### config.mk
export PLATFORM = sky130hd
export DESIGN_NAME = comment_header_validator
export DESIGN_NICKNAME = d
export VERILOG_FILES = /design/src/rtl/core/chv_pkg.sv /design/src/rtl/core/chv_parser.sv /design/src/rtl/core/comment_header_validator.sv
export VERILOG_INCLUDE_DIRS = /design/src /design/src/rtl/core
export SDC_FILE = /design/constraint.sdc
export NUM_CORES = 1
export LEC_CHECK = 0
export BUFFER_PORTS_ARGS = -buffer_cell sky130_fd_sc_hd__buf_2
export CAP_MARGIN = 20
export CORE_ASPECT_RATIO = 0.75
export CORE_MARGIN = 8
export CORE_UTILIZATION = 55
export CTS_CLUSTER_DIAMETER = 50
export CTS_CLUSTER_SIZE = 8
export DETAILED_ROUTE_END_ITERATION = 8
export PLACE_DENSITY = 0.77
export SKIP_CTS_REPAIR_TIMING = 1
export SLEW_MARGIN = 20
export SYNTH_ARGS = -nofsm -noshare
export SYNTH_HDL_FRONTEND = slang
export SYNTH_SLANG_ARGS = --single-unit
### constraint.sdc
create_clock -name clock -period 4.25 [get_ports clock]
set_clock_uncertainty 0.1 [all_clocks]
set_input_delay 0.2125 -clock clock [delete_from_list [all_inputs] [get_ports clock]]
set_output_delay 0.2125 -clock clock [all_outputs]
set_load 0.01 [all_outputs]
### src/rtl/core/comment_header_validator_assert.svh
// ---------------------------------------------------------------------------
// Comment header validator assertion macros
// Assertion wrappers shared by the validator RTL; empty when SYNTH is set.
// ---------------------------------------------------------------------------
`ifndef COMMENT_HEADER_VALIDATOR_ASSERT_SVH
`define COMMENT_HEADER_VALIDATOR_ASSERT_SVH

`ifndef SYNTH
// Same-cycle implication, disabled during reset.
`define CHV_ASSERT_IMPL(lbl, clk, rst, ante, cons, msg) \
   lbl: assert property (@(posedge clk) disable iff (rst) (ante) |-> (cons)) \
      else $error(msg);
// Next-cycle implication, disabled during reset.
`define CHV_ASSERT_NEXT(lbl, clk, rst, ante, cons, msg) \
   lbl: assert property (@(posedge clk) disable iff (rst) (ante) |=> (cons)) \
      else $error(msg);
`else
`define CHV_ASSERT_IMPL(lbl, clk, rst, ante, cons, msg)
`define CHV_ASSERT_NEXT(lbl, clk, rst, ante, cons, msg)
`endif

`endif

### src/rtl/core/chv_pkg.sv
// ---------------------------------------------------------------------------
// Comment header validator package
// Shared codes, result structure and the magic text of the packet.
// ---------------------------------------------------------------------------
package chv_pkg;

   localparam logic [4:0] MIN_PACKET = 5'd16;

   typedef enum logic [2:0] {
      ROLE_MAGIC        = 3'd0,
      ROLE_VENDOR_LEN   = 3'd1,
      ROLE_VENDOR_TEXT  = 3'd2,
      ROLE_COUNT        = 3'd3,
      ROLE_COMMENT_LEN  = 3'd4,
      ROLE_COMMENT_TEXT = 3'd5,
      ROLE_IGNORED      = 3'd6
   } role_type;

   typedef enum logic [2:0] {
      VERDICT_PENDING   = 3'd0,
      VERDICT_ACCEPTED  = 3'd1,
      VERDICT_TOO_SHORT = 3'd2,
      VERDICT_BAD_MAGIC = 3'd3,
      VERDICT_TRUNCATED = 3'd4,
      VERDICT_TRAILING  = 3'd5
   } verdict_type;

   typedef struct packed {
      role_type    role;
      logic [31:0] comment_number;
      logic [31:0] length_value;
      logic        length_ready;
      verdict_type verdict;
      logic        packet_done;
   } result_type;

   // Expected magic text, one byte per position.
   function automatic logic [7:0] magic_byte(input logic [2:0] pos);
      logic [7:0] b;
      case (pos)
         3'd0:    b = 8'h4F; // O
         3'd1:    b = 8'h70; // p
         3'd2:    b = 8'h75; // u
         3'd3:    b = 8'h73; // s
         3'd4:    b = 8'h54; // T
         3'd5:    b = 8'h61; // a
         3'd6:    b = 8'h67; // g
         default: b = 8'h73; // s
      endcase
      return b;
   endfunction

endpackage

### src/rtl/core/chv_parser.sv
// ---------------------------------------------------------------------------
// Comment header parser core
// Holds the parse state and works out the result for one byte per step.
// ---------------------------------------------------------------------------
module chv_parser
   import chv_pkg::*;
(
   input  logic        clock,
   input  logic        reset,
   input  logic        step,
   input  logic [7:0]  data_byte,
   input  logic        last_byte,
   output result_type  result
);

   typedef enum logic [2:0] {
      PH_MAGIC = 3'd0,
      PH_VLEN  = 3'd1,
      PH_VTEXT = 3'd2,
      PH_COUNT = 3'd3,
      PH_CLEN  = 3'd4,
      PH_CTEXT = 3'd5,
      PH_TAIL  = 3'd6,
      PH_END   = 3'd7
   } phase_type;

   phase_type   phase_ff, phase_in;
   logic [2:0]  magic_pos_ff, magic_pos_in;
   logic [1:0]  field_pos_ff, field_pos_in;
   logic [31:0] shift_ff, shift_in;
   logic [31:0] skip_ff, skip_in;
   logic [31:0] total_ff, total_in;
   logic [31:0] counter_ff, counter_in;
   logic [4:0]  seen_ff, seen_in;
   verdict_type error_ff, error_in;

   logic [31:0] merged;
   logic [31:0] counter_plus;
   logic [31:0] skip_minus;
   phase_type   after_comment;

   assign merged       = shift_ff | (32'(data_byte) << {field_pos_ff, 3'b000});
   assign counter_plus = counter_ff + 32'd1;
   assign skip_minus   = skip_ff - 32'd1;
   assign after_comment = (counter_plus == total_ff) ? PH_END : PH_CLEN;

   always_comb begin
      phase_in     = phase_ff;
      magic_pos_in = magic_pos_ff;
      field_pos_in = field_pos_ff;
      shift_in     = shift_ff;
      skip_in      = skip_ff;
      total_in     = total_ff;
      counter_in   = counter_ff;
      error_in     = error_ff;
      seen_in      = (seen_ff < MIN_PACKET) ? seen_ff + 5'd1 : seen_ff;

      result.role           = ROLE_IGNORED;
      result.comment_number = '0;
      result.length_value   = '0;
      result.length_ready   = 1'b0;
      result.verdict        = VERDICT_PENDING;
      result.packet_done    = last_byte;

      case (phase_ff)
         PH_MAGIC: begin
            result.role = ROLE_MAGIC;
            if (data_byte != magic_byte(magic_pos_ff) && error_ff == VERDICT_PENDING) begin
               error_in = VERDICT_BAD_MAGIC;
            end
            magic_pos_in = magic_pos_ff + 3'd1;
            if (magic_pos_ff == 3'd7) begin
               phase_in     = PH_VLEN;
               field_pos_in = '0;
               shift_in     = '0;
            end
         end
         PH_VLEN, PH_COUNT, PH_CLEN: begin
            case (phase_ff)
               PH_VLEN:  result.role = ROLE_VENDOR_LEN;
               PH_COUNT: result.role = ROLE_COUNT;
               default:  result.role = ROLE_COMMENT_LEN;
            endcase
            if (phase_ff == PH_CLEN) begin
               result.comment_number = counter_ff;
            end
            result.length_value = merged;
            shift_in            = merged;
            if (field_pos_ff == 2'd3) begin
               result.length_ready = 1'b1;
               field_pos_in        = '0;
               shift_in            = '0;
               case (phase_ff)
                  PH_VLEN: begin
                     skip_in  = merged;
                     phase_in = (merged == '0) ? PH_COUNT : PH_VTEXT;
                  end
                  PH_COUNT: begin
                     total_in   = merged;
                     counter_in = '0;
                     phase_in   = (merged == '0) ? PH_TAIL : PH_CLEN;
                  end
                  default: begin
                     skip_in = merged;
                     if (merged == '0) begin
                        counter_in = counter_plus;
                        phase_in   = after_comment;
                     end else begin
                        phase_in = PH_CTEXT;
                     end
                  end
               endcase
            end else begin
               field_pos_in = field_pos_ff + 2'd1;
            end
         end
         PH_VTEXT: begin
            result.role = ROLE_VENDOR_TEXT;
            skip_in     = skip_minus;
            if (skip_minus == '0) begin
               phase_in = PH_COUNT;
            end
         end
         PH_CTEXT: begin
            result.role           = ROLE_COMMENT_TEXT;
            result.comment_number = counter_ff;
            skip_in               = skip_minus;
            if (skip_minus == '0) begin
               counter_in = counter_plus;
               phase_in   = after_comment;
            end
         end
         PH_TAIL: begin
            result.role = ROLE_IGNORED;
         end
         default: begin
            // Any byte after the final comment is surplus.
            result.role = ROLE_IGNORED;
            if (error_ff == VERDICT_PENDING) begin
               error_in = VERDICT_TRAILING;
            end
         end
      endcase

      if (last_byte) begin
         if (seen_in < MIN_PACKET) begin
            result.verdict = VERDICT_TOO_SHORT;
         end else if (error_in != VERDICT_PENDING) begin
            result.verdict = error_in;
         end else if (phase_in == PH_TAIL || phase_in == PH_END) begin
            result.verdict = VERDICT_ACCEPTED;
         end else begin
            result.verdict = VERDICT_TRUNCATED;
         end
         // The packet is finished: start the next one from scratch.
         phase_in     = PH_MAGIC;
         magic_pos_in = '0;
         field_pos_in = '0;
         shift_in     = '0;
         skip_in      = '0;
         total_in     = '0;
         counter_in   = '0;
         seen_in      = '0;
         error_in     = VERDICT_PENDING;
      end
   end

   always_ff @(posedge clock) begin
      if (reset) begin
         phase_ff     <= PH_MAGIC;
         magic_pos_ff <= '0;
         field_pos_ff <= '0;
         shift_ff     <= '0;
         skip_ff      <= '0;
         total_ff     <= '0;
         counter_ff   <= '0;
         seen_ff      <= '0;
         error_ff     <= VERDICT_PENDING;
      end else if (step) begin
         phase_ff     <= phase_in;
         magic_pos_ff <= magic_pos_in;
         field_pos_ff <= field_pos_in;
         shift_ff     <= shift_in;
         skip_ff      <= skip_in;
         total_ff     <= total_in;
         counter_ff   <= counter_in;
         seen_ff      <= seen_in;
         error_ff     <= error_in;
      end
   end

endmodule

### src/rtl/core/comment_header_validator.sv
// ---------------------------------------------------------------------------
// Comment header validator
// Streams a comment-header packet byte by byte and tags every byte.
// ---------------------------------------------------------------------------
// Usage:
//   The req_ channel carries one packet byte per item, with req_last_byte
//   set on the final byte. The rsp_ channel returns exactly one item per
//   byte: its role, comment index, assembled length value and, on the final
//   byte, the verdict for the whole packet.
//   An item is taken when valid is high and stall is low.
//   rsp_valid rises once an accepted byte has passed the input register and
//   then the parse logic into the result register; a held rsp_stall can
//   delay it. Throughput is one item per cycle while rsp_stall is low, set
//   by the single state update per byte in the parser.
//   When rsp_stall is held the result register keeps its item, the input
//   register fills, and req_stall rises only once both are occupied.
//   Reset empties both registers and returns the parser to the start of a
//   packet; the final byte of every packet does the same for the parser.
// ---------------------------------------------------------------------------
`include "comment_header_validator_assert.svh"

module comment_header_validator
   import chv_pkg::*;
(
   input  logic        clock,
   input  logic        reset,
   input  logic        req_valid,
   output logic        req_stall,
   input  logic [7:0]  req_data_byte,
   input  logic        req_last_byte,
   output logic        rsp_valid,
   input  logic        rsp_stall,
   output logic [2:0]  rsp_byte_role,
   output logic [31:0] rsp_comment_number,
   output logic [31:0] rsp_length_value,
   output logic        rsp_length_ready,
   output logic [2:0]  rsp_verdict,
   output logic        rsp_packet_done
);

   logic       hold_valid_ff;
   logic [7:0] hold_byte_ff;
   logic       hold_last_ff;
   logic       out_valid_ff;
   result_type out_ff;
   result_type parsed;
   logic       advance;
   logic       accept;

   assign advance   = hold_valid_ff && (!out_valid_ff || !rsp_stall);
   assign req_stall = hold_valid_ff && !advance;
   assign accept    = req_valid && !req_stall;

   chv_parser u_parser (
      .clock     (clock),
      .reset     (reset),
      .step      (advance),
      .data_byte (hold_byte_ff),
      .last_byte (hold_last_ff),
      .result    (parsed)
   );

   always_ff @(posedge clock) begin
      if (reset) begin
         hold_valid_ff <= 1'b0;
         out_valid_ff  <= 1'b0;
      end else begin
         if (accept) begin
            hold_valid_ff <= 1'b1;
         end else if (advance) begin
            hold_valid_ff <= 1'b0;
         end
         if (advance) begin
            out_valid_ff <= 1'b1;
         end else if (!rsp_stall) begin
            out_valid_ff <= 1'b0;
         end
      end
      if (accept) begin
         hold_byte_ff <= req_data_byte;
         hold_last_ff <= req_last_byte;
      end
      if (advance) begin
         out_ff <= parsed;
      end
   end

   assign rsp_valid          = out_valid_ff;
   assign rsp_byte_role      = out_ff.role;
   assign rsp_comment_number = out_ff.comment_number;
   assign rsp_length_value   = out_ff.length_value;
   assign rsp_length_ready   = out_ff.length_ready;
   assign rsp_verdict        = out_ff.verdict;
   assign rsp_packet_done    = out_ff.packet_done;

   `CHV_ASSERT_NEXT(a_last_reaches_out, clock, reset, advance && hold_last_ff, rsp_valid && rsp_packet_done, "final byte did not produce a done result")
   `CHV_ASSERT_IMPL(a_verdict_only_at_end, clock, reset, rsp_valid && !rsp_packet_done, rsp_verdict == VERDICT_PENDING, "verdict given before the final byte")
   `CHV_ASSERT_IMPL(a_ready_on_length, clock, reset, rsp_valid && rsp_length_ready, rsp_byte_role == ROLE_VENDOR_LEN || rsp_byte_role == ROLE_COUNT || rsp_byte_role == ROLE_COMMENT_LEN, "length ready on a byte outside a length field")
   `CHV_ASSERT_IMPL(a_stall_only_when_full, clock, reset, req_stall, hold_valid_ff && out_valid_ff && rsp_stall, "input stalled while a register was free")

endmodule
==> flow_metrics.tcl, run 1 <==
set metrics [dict create \
    maxSlewViolCount 0 \
    setup.worst_path.class "register to register" \
    status "complete, no violations" \
    setup_violations 0 \
    drt-total-wl_microns 33810 \
    worstSetupEndpointType "register" \
    clock-root-buffer "clkbuf_16" \
    clockBufferDepth 3 \
    h-tree-depth 2 \
    viasPerCell 6.276 \
    dp_hpwl_microns 22930 \
    io_pins 87 \
    core_sq_mm 0.02107 \
    yosys_warnings 0 \
    numCtsBuffers 34 \
    cp_slowest_stage_delay_ps 670 \
    grt_max_degree 97 \
    synth.cell_area_sq_mm 0.01176 \
    dr.pass1.iters 5 \
    gp_congestion 0.9407 \
    drc 0 \
    grt_pass1_vias 10190 \
    cap_violations 0 \
    placementRows 46 \
    drive_gt1_share_pct 12.99 \
    min_period_ps 3964 \
    hold_viol_final 0 \
    netlist.area_leader.share_pct 24.86 \
    slew_headroom_pct 31.40 \
    die_h_microns 142.6 \
    synthDistinctLibCells 74 \
    synthToLayoutAreaGrowth_pct 15.45 \
    worst-path-buf-inv 3 \
    placed_cell_area_sq_mm 0.01243 \
    tns_ps 0 \
    ant_nets 0 \
    power_density_mw_per_mm2 382.9 \
    cts_tree "built" \
    insertion_delay_ps 500 \
    fp.dieArea_sq_mm 0.02636 \
    avgSynthCellArea_sq_um 8.453 \
    worst_pin_slew_ps 1029 \
    whs_ps 85.03 \
    grt_overflow_total 0 \
    vdd_ir_drop_max_mv 0.2223 \
    cts_num_sinks 227 \
    grt_pass1_wl_microns 54280 \
    p_leak_nw 4.822 \
    ys_top_cells_by_area "dfxtp_1 (25%), edfxtp_1 (21%), a21oi_1 (7.4%)" \
    vias 11030 \
    cpLargestDelayFamily "simple AND/OR/NAND/NOR gates" \
    crit_chain "or4_1 > or4_1 > buf_4 > nor2_2 > a21oi_1 > a2111oi_2 > buf_4 > nand4_1 > a2111oi_2 > buf_4 > or3_1 > a21oi_1" \
    syn_nets 1415 \
    max_freq_mhz 252.3 \
    ys_seq_area_share_pct 45.55 \
    yosysMostFrequentCell "a21oi_1" \
    path_common_cell "buf_4" \
    die_w_microns 184.8 \
    drtIter0Drc 1190 \
    portBuffers 86 \
    antenna_cells 0 \
    design.final.nets 1471 \
    grt.total_usage_pct 25.30 \
    startpoint_type "register" \
    min_path_type "input pin to register" \
    synth_edf_count 81 \
    clk_pin_slew_ps 50 \
    cp_data_arrival_time_ps 4100 \
    critPathSlowestCell "or4_1" \
    fill_cells 1790 \
    finalInstanceArea_sq_mm 0.01357 \
    crit_required_ps 4390 \
    antenna_found_initial 0 \
    synth_cells 1391 \
    fin_crit_sh_pct 93.27 \
    yosysTopAreaCell "dfxtp_1" \
    synth_common_cells "a21oi_1 (174), nor2_1 (169), dfxtp_1 (146)" \
    synth_ff_type "dfxtp_1" \
    ys_async_sr_fraction_pct 0 \
    ys_ff_latch 227 \
    wl_per_cell_microns 19.23 \
    rsz0062_at_grt "no" \
    start_util_pct 55.81 \
    cp_max_fo 10 \
]
through the flow:
step	instances	worst slack [ps]	utilization (%)	total power, W
after floorplan	1391	205.2	-	0.002563
after global placement	1688	242.6	59.02	0.002669
after detailed placement	1688	142.9	59.02	0.002674
after CTS	1747	134.0	63.86	0.005208
after global routing	1758	113.2	64.44	0.005350
final	1758	286.0	64.44	0.005198
where the power goes:
part,switching (W),internal [W],total [W]
Clock,0.000944,0.00161,0.00255
Sequential,0.0000327,0.00229,0.00233
Combinational,0.000215,0.000105,0.000320
placed cells by master, fill, tap and decap left out, types with 11 or more instances in the layout:
| cell type | instances |
|---|---|
| nand2_1 | 118 |
| nor3_1 | 42 |
| o21ai_0 | 45 |
| xor2_1 | 22 |
| nand3_1 | 55 |
| nor4_1 | 73 |
| o21ai_1 | 18 |
| xnor2_1 | 43 |
| dfxtp_1 | 146 |
| nand2b_1 | 12 |
| clkbuf_16 | 37 |
| inv_1 | 18 |
| a21oi_1 | 174 |
| dlygate4sd3_1 | 11 |
| o211ai_1 | 14 |
| and2_1 | 38 |
| clkbuf_1 | 20 |
| edfxtp_1 | 81 |
| or4_1 | 12 |
| buf_4 | 40 |
| nand4_1 | 22 |
| buf_2 | 85 |
| a32o_1 | 13 |
| nor2_1 | 167 |
| ha_1 | 11 |
path summary, 6_finish.rpt:
kind | start | to | slack (ps) | depth (start not counted)
worst min register to register | u_parser.shift_ff[2] | u_parser.shift_ff[2] | 370 | 2
worst min-delay path | reset | u_parser.total_ff[5] | 90 | 2
worst max-delay path | u_parser.skip_ff[7] | rsp_verdict[2] | 290 | 12
worst max register to register | u_parser.skip_ff[7] | rsp_verdict[2] | 290 | 12
cell type report:
class                           instances  area [sq um]  share of cell area (%)
Clock buffer                           58          1015                   7.475
Inverter                               20         76.32                  0.5623
Tap cell                              288         360.3                   2.655
Sequential cell                       227          5355                   39.45
Timing Repair Buffer                  138         875.8                   6.452
Multi-Input combinational cell       1026          5887                   43.37
Clock inverter                          1         5.005                 0.03687
routing by layer:
| metal | share of wire, % | routed length (microns) | GRT usage, % | vias to the layer above |
|---|---|---|---|---|
| met5 | 0 | 0 | 0 | - |
| met4 | 2.1 | 702 | 7.521 | 0 |
| met3 | 11 | 3575 | 4.722 | 64 |
| met2 | 43 | 14600 | 37.73 | 613 |
| met1 | 44 | 14930 | 36.66 | 5192 |
| li1 | - | - | - | 5165 |
state kept, by name (all words and copies together), names as in the netlist, 5 cells and up:
signal               cells
u_parser.shift_ff       32
u_parser.seen_ff         5
rsp_length_value        32
u_parser.skip_ff        32
hold_byte_ff             8
rsp_comment_number      32
u_parser.counter_ff     32
u_parser.total_ff       32
kinds of logic (layout without fill, tap and decap cells):
kind of cell               Yosys count  after routing  share of synthesized area [%]
and+or+nand+nor                    610            610                          26.09
AOI/OAI and AO/OA                  336            336                          17.18
DFF                                227            227                          45.55
buffers and inverters              138            217                          4.714
xor gates and xnor gates            66             66                          5.044
adders and majority gates           11             11                          1.171
muxes                                3              3                         0.2554
Power figures use the tool's default switching activity.
==> run 2, diff against run 1 <==
--- a/config.mk
+++ b/config.mk
@@ -20,3 +20,4 @@
 export SYNTH_ARGS = -nofsm -noshare
 export SYNTH_HDL_FRONTEND = slang
 export SYNTH_SLANG_ARGS = --single-unit
+export TNS_END_PERCENT = 50
==> constraint.sdc (replaced) <==
create_clock -name clock -period 4.25 [get_ports clock]
set_clock_uncertainty 0.1 [all_clocks]
set_input_delay 0 -clock clock [delete_from_list [all_inputs] [get_ports clock]]
set_output_delay 0 -clock clock [all_outputs]
set_load 0.01 [all_outputs]
==> run 2 against run 1 <==
Maximum frequency decreased by 4.1%; largest power group unchanged; highest routed layer unchanged; largest cell class unchanged; count of clock-buffer cells in the layout decreased by 1; critical path type unchanged; total power up 1.6%.
==> flow_metrics.tcl, run 2 (synthesis gave the netlist of run 1 again) <==
set metrics [dict create \
    status "complete, no violations" \
    fp.dieArea_sq_mm 0.02636 \
    grt_max_degree 98 \
    h-tree-depth 2 \
    die_w_microns 184.8 \
    crit_required_ps 4380 \
    cap_violations 0 \
    p_leak_nw 4.879 \
    fill_cells 1802 \
    start_util_pct 55.81 \
    power_frac_seq_pct 44.1 \
    min_path_type "input pin to register" \
    combPwrFrac_pct 6.2 \
    p_clk_share_pct 49.7 \
    dr.pass1.iters 5 \
    hold_viol_final 0 \
    placed_cell_area_sq_mm 0.01246 \
    cts_num_sinks 227 \
    path_common_cell "buf_4" \
    numCtsBuffers 35 \
    drt-total-wl_microns 34350 \
    design.final.nets 1479 \
    maxSlewViolCount 0 \
    cts_tree "built" \
    vias 11050 \
    drive_gt1_share_pct 13.47 \
    max_freq_mhz 241.9 \
    grt.total_usage_pct 25.58 \
    setup.worst_path.class "register to register" \
    antenna_found_initial 0 \
    drc 0 \
    wl_per_cell_microns 19.46 \
    drtIter0Drc 1323 \
    cp_slowest_stage_delay_ps 540 \
    slew_headroom_pct 29.06 \
    dp_hpwl_microns 23410 \
    antenna_cells 0 \
    grt_overflow_total 0 \
    insertion_delay_ps 510 \
    gp_congestion 0.9291 \
    critPathSlowestCell "or4_1" \
    dp.cells 1692 \
    clk_pin_slew_ps 50 \
    grt_pass1_wl_microns 54700 \
    power_density_mw_per_mm2 385.9 \
    final_cell_mix "a21oi_1 (174), nor2_1 (167), dfxtp_1 (146)" \
    crit_chain "inv_1 > ha_1 > or3b_2 > or4_1 > buf_4 > nor2_2 > a21oi_1 > a2111oi_2 > buf_4 > nand4_1 > a2111oi_2 > buf_4 > or3_1 > a21oi_1" \
    io_pins 87 \
    startpoint_type "register" \
    die_h_microns 142.6 \
    cp_max_fo 10 \
    setup_violations 0 \
    cp_data_arrival_time_ps 4270 \
    p_sw_w 0.001193 \
    worst_pin_slew_ps 1064 \
    worstSetupEndpointType "register" \
    internal_power_w 0.004087 \
    whs_ps 116.4 \
    ant_nets 0 \
    portBuffers 86 \
    synthToLayoutAreaGrowth_pct 16.36 \
    final_common_cell "a21oi_1" \
    netSwitchingFraction_pct 22.60 \
    grt_pass1_vias 10040 \
    finalNonFillerCells 1765 \
    finalInstanceArea_sq_mm 0.01368 \
    hp-start "req_data_byte[2]" \
    viasPerCell 6.262 \
    clock-root-buffer "clkbuf_16" \
    fin_crit_sh_pct 97.28 \
    core_sq_mm 0.02107 \
    r2r_start "u_parser.skip_ff[0]" \
    clockBufferDepth 3 \
    min_period_ps 4134 \
    vdd_ir_drop_max_mv 0.2499 \
    cp-startpoint "u_parser.skip_ff[0]" \
    placementRows 46 \
]
-- run 2: layout make-up --
class | count | area [sq um] | area share (%)
clock buffers | 57 | 1021 | 7.463
repair buffers | 145 | 935.9 | 6.841
inverters | 20 | 76.32 | 0.5579
well taps | 288 | 360.3 | 2.634
multi-input cells | 1026 | 5897 | 43.10
flip-flops and latches | 227 | 5355 | 39.14
clock inverters | 2 | 35.03 | 0.2561
-- run 2: final timing paths --
check | cells past startpoint | endpoint | slack (ps)
setup / recovery | 14 | rsp_verdict[2] | 120
hold / removal | 2 | hold_byte_ff[2] | 120
setup reg to reg | 14 | rsp_verdict[2] | 120
hold reg to reg | 2 | u_parser.shift_ff[16] | 370
-- run 2: critical path, delay by kind of cell, from the launching register on --
family / cells / cell delay [ps]
DFF: 1 / 340
and+or+nand+nor: 5 / 1450
adders and majority gates: 1 / 230
buffers and inverters: 4 / 710
AOI/OAI and AO/OA: 4 / 1030
-- run 2: power by group through the flow --
stage / sequential (W) / clock, W / combinational, W
floorplan: 0.00237 / 0 / 0.000190
global placement: 0.00236 / 0 / 0.000308
detailed placement: 0.00237 / 0 / 0.000312
CTS: 0.00232 / 0.00265 / 0.000314
global route: 0.00233 / 0.00275 / 0.000354
finish: 0.00233 / 0.00262 / 0.000329
-- run 2: through the flow --
stage                     setup slack (ps)  utilization (%)  power (W)  setup TNS (ps)
after floorplan                      205.2                -   0.002563               0
after global routing                -51.88            64.94   0.005432          -92.58
after global placement               303.6            59.16   0.002673               0
after CTS                            112.0            64.17   0.005290               0
after detailed placement             125.5            59.16   0.002677               0
final                                115.8            64.94   0.005280               0
-- run 2: metal layers --
layer  share of wire [%]  up-vias  GRT usage [%]  wire [microns]
met2                  43      589          37.56           14840
met1                  44     5197          36.59           15080
met4                 2.6        0          8.950             901
li1                    -     5188              -               -
met5                   0        -              0               0
met3                  10       79          5.484            3532
==> run 3, diff against run 2 <==
--- a/config.mk
+++ b/config.mk
@@ -6,6 +6,7 @@
 export SDC_FILE = /design/constraint.sdc
 export NUM_CORES = 1
 export LEC_CHECK = 0
+export ABC_AREA = 1
 export BUFFER_PORTS_ARGS = -buffer_cell sky130_fd_sc_hd__buf_2
 export CAP_MARGIN = 20
 export CORE_ASPECT_RATIO = 0.75
==> run 3 against run 2 <==
Cell count grew 24%; sequential power is 3% higher; largest cell class unchanged; clock power shrank 2%; count of clock-buffer cells in the layout rose by 3; utilization fell by 0.79 points; largest power group unchanged; total power rose by 5.4%; critical path type unchanged; first-iteration DRC count is 8.5% higher; global-route usage about the same; hold slack worse by 86 ps.
==> flow_metrics.tcl, run 3 <==
set metrics [dict create \
    gp_congestion 0.9451 \
    cts_num_sinks 227 \
    synth.cell_area_sq_mm 0.01246 \
    clockBufferDepth 3 \
    ant_nets 0 \
    clock-root-buffer "clkbuf_16" \
    status "complete, no violations" \
    wl_per_cell_microns 16.79 \
    power_density_mw_per_mm2 391.3 \
    h-tree-depth 2 \
    worstSetupEndpointType "register" \
    drt-total-wl_microns 36830 \
    die_h_microns 146.3 \
    netlist.area_leader.share_pct 23.46 \
    dp_hpwl_microns 26400 \
    synthDistinctLibCells 43 \
    rsz0062_at_grt "no" \
    min_path_type "input pin to register" \
    fill_cells 2038 \
    placementRows 47 \
    cp_slowest_stage_delay_ps 540 \
    ys_seq_area_share_pct 42.99 \
    r2r_start "u_parser.phase_ff[2]" \
    design.final.nets 1900 \
    cp_data_arrival_time_ps 3920 \
    dr.pass1.iters 5 \
    worst-path-buf-inv 4 \
    final_common_cell "nand2_1" \
    fp.dieArea_sq_mm 0.02777 \
    tns_ps 0 \
    synth_edf_count 81 \
    antenna_found_initial 0 \
    finalInstanceArea_sq_mm 0.01422 \
    max_freq_mhz 276.3 \
    min_to "u_parser.counter_ff[7]" \
    ys_top_cells_by_area "dfxtp_1 (23%), edfxtp_1 (20%), nand2_1 (17%)" \
    grt_max_degree 112 \
    drive_gt1_share_pct 9.579 \
    grt_overflow_total 0 \
    r2r_slack_ps 630 \
    crit_chain "inv_2 > nand2_1 > o21ai_2 > inv_2 > nor2_1 > inv_1 > nor2_1 > nor2_1 > o21a_1 > nand2_1 > inv_2 > o211ai_1 > a21oi_1" \
    synth_cells 1800 \
    numCtsBuffers 34 \
    ys_ff_latch 227 \
    hold_viol_final 0 \
    yosysTopAreaCell "dfxtp_1" \
    p_leak_nw 6.179 \
    antenna_cells 0 \
    viasPerCell 5.609 \
    placed_cell_area_sq_mm 0.01305 \
    vias 12310 \
    yosys_warnings 0 \
    maxSlewViolCount 0 \
    drc 0 \
    syn_nets 1824 \
    startpoint_type "register" \
    synth_common_cells "nand2_1 (555), nor2_1 (247), inv_1 (187)" \
    clk_pin_slew_ps 50 \
    worst_pin_slew_ps 935.6 \
    ys_async_sr_fraction_pct 0 \
    drtIter0Drc 1435 \
    reg2reg_to "u_parser.skip_ff[1]" \
    portBuffers 86 \
    grt.total_usage_pct 25.61 \
    synth_ff_type "dfxtp_1" \
    vdd_ir_drop_max_mv 0.3052 \
    cp_max_fo 36 \
    core_sq_mm 0.02217 \
    final_cell_mix "nand2_1 (554), nor2_1 (245), inv_1 (186)" \
    synthToLayoutAreaGrowth_pct 14.18 \
    whs_ps 30.74 \
    crit_required_ps 4550 \
    r2r_cells 13 \
    grt_pass1_vias 11110 \
    min_period_ps 3620 \
    setup.worst_path.class "register to register" \
    start_util_pct 56.19 \
    yosysMostFrequentCell "nand2_1" \
    setup_violations 0 \
    hp-start "reset" \
    avgSynthCellArea_sq_um 6.921 \
    slew_headroom_pct 37.63 \
    cap_violations 0 \
    die_w_microns 189.8 \
    cpLargestDelayFamily "buffers and inverters" \
    critPathSlowestCell "dfxtp_1" \
    cts_tree "built" \
    fin_crit_sh_pct 85.17 \
    grt_pass1_wl_microns 58580 \
    min_path_cells 5 \
    insertion_delay_ps 500 \
    io_pins 87 \
]
==> run 3: changes by cell type after synthesis, moves of 14 or more <==
cell	delta
nor4_1	-71
nor2_1	+78
and2_1	-38
inv_1	+168
nand3_1	+52
nand2_1	+436
xnor2_1	-32
o21ai_1	-14
clkbuf_1	-45
a211oi_1	+31
a21oi_1	-30
==> run 3: metrics by stage <==
step,total power [W],worst slack (ps),util (%),instances
after global placement,0.002990,967.6,58.87,2121
after floorplan,0.002831,960.6,-,1800
final,0.005566,630.1,64.16,2194
after detailed placement,0.003001,767.3,58.87,2121
after CTS,0.005569,733.0,63.53,2181
after global routing,0.005770,410.5,64.16,2194
==> run 3: logic make-up after synthesis <==
logic type                 Yosys count  synth area share (%)
and+or+nand+nor                   1010                 33.58
buffers and inverters              273                 8.528
AOI/OAI and AO/OA                  253                 11.75
DFF                                227                 42.99
xor gates and xnor gates            26                 2.049
adders and majority gates           11                 1.105
==> run 3: power breakdown <==
group,internal (W),total [W],switching [W]
combinational,0.000190,0.000602,0.000411
clock,0.00163,0.00258,0.000948
sequential,0.00233,0.00239,0.0000585
total,0.00415,0.00557,0.00142
==> run 3: tightest hold or removal path, stage by stage <==
cell	delay [ps]
buf_4	100
clkinv_1	50
buf_4	270
nand2_1	120
nor2_1	30
==> run 3: metal layers <==
layer	part of all wire [%]	track usage [%]	vias up
met4	2.2	6.903	0
met5	0	0	-
met3	11	7.544	76
li1	-	-	5991
met2	42	36.53	567
met1	45	36.92	5672
==> run 3: final cells by class <==
cell class	instances	area, sq um	share of cell area, %
Multi-Input combinational cell	1300	6052	42.55
Sequential cell	227	5355	37.65
Clock buffer	60	1032	7.257
Inverter	202	759.5	5.340
Timing Repair Buffer	111	656.9	4.618
Tap cell	294	367.9	2.586
==> run 3: worst max-delay path by stage <==
stage                          from                    end  slack, ps  depth (start not counted)
6_report       u_parser.phase_ff[2]    u_parser.skip_ff[1]        630                         13
3_3_place_gp   u_parser.phase_ff[2]   u_parser.skip_ff[30]        970                         13
2_1_floorplan             rsp_valid  u_parser.shift_ff[11]        960                          8
3_5_place_dp   u_parser.phase_ff[2]    u_parser.skip_ff[1]        770                         13
4_1_cts        u_parser.phase_ff[2]    u_parser.skip_ff[1]        730                         13
5_1_grt        u_parser.phase_ff[2]   u_parser.skip_ff[28]        410                         13
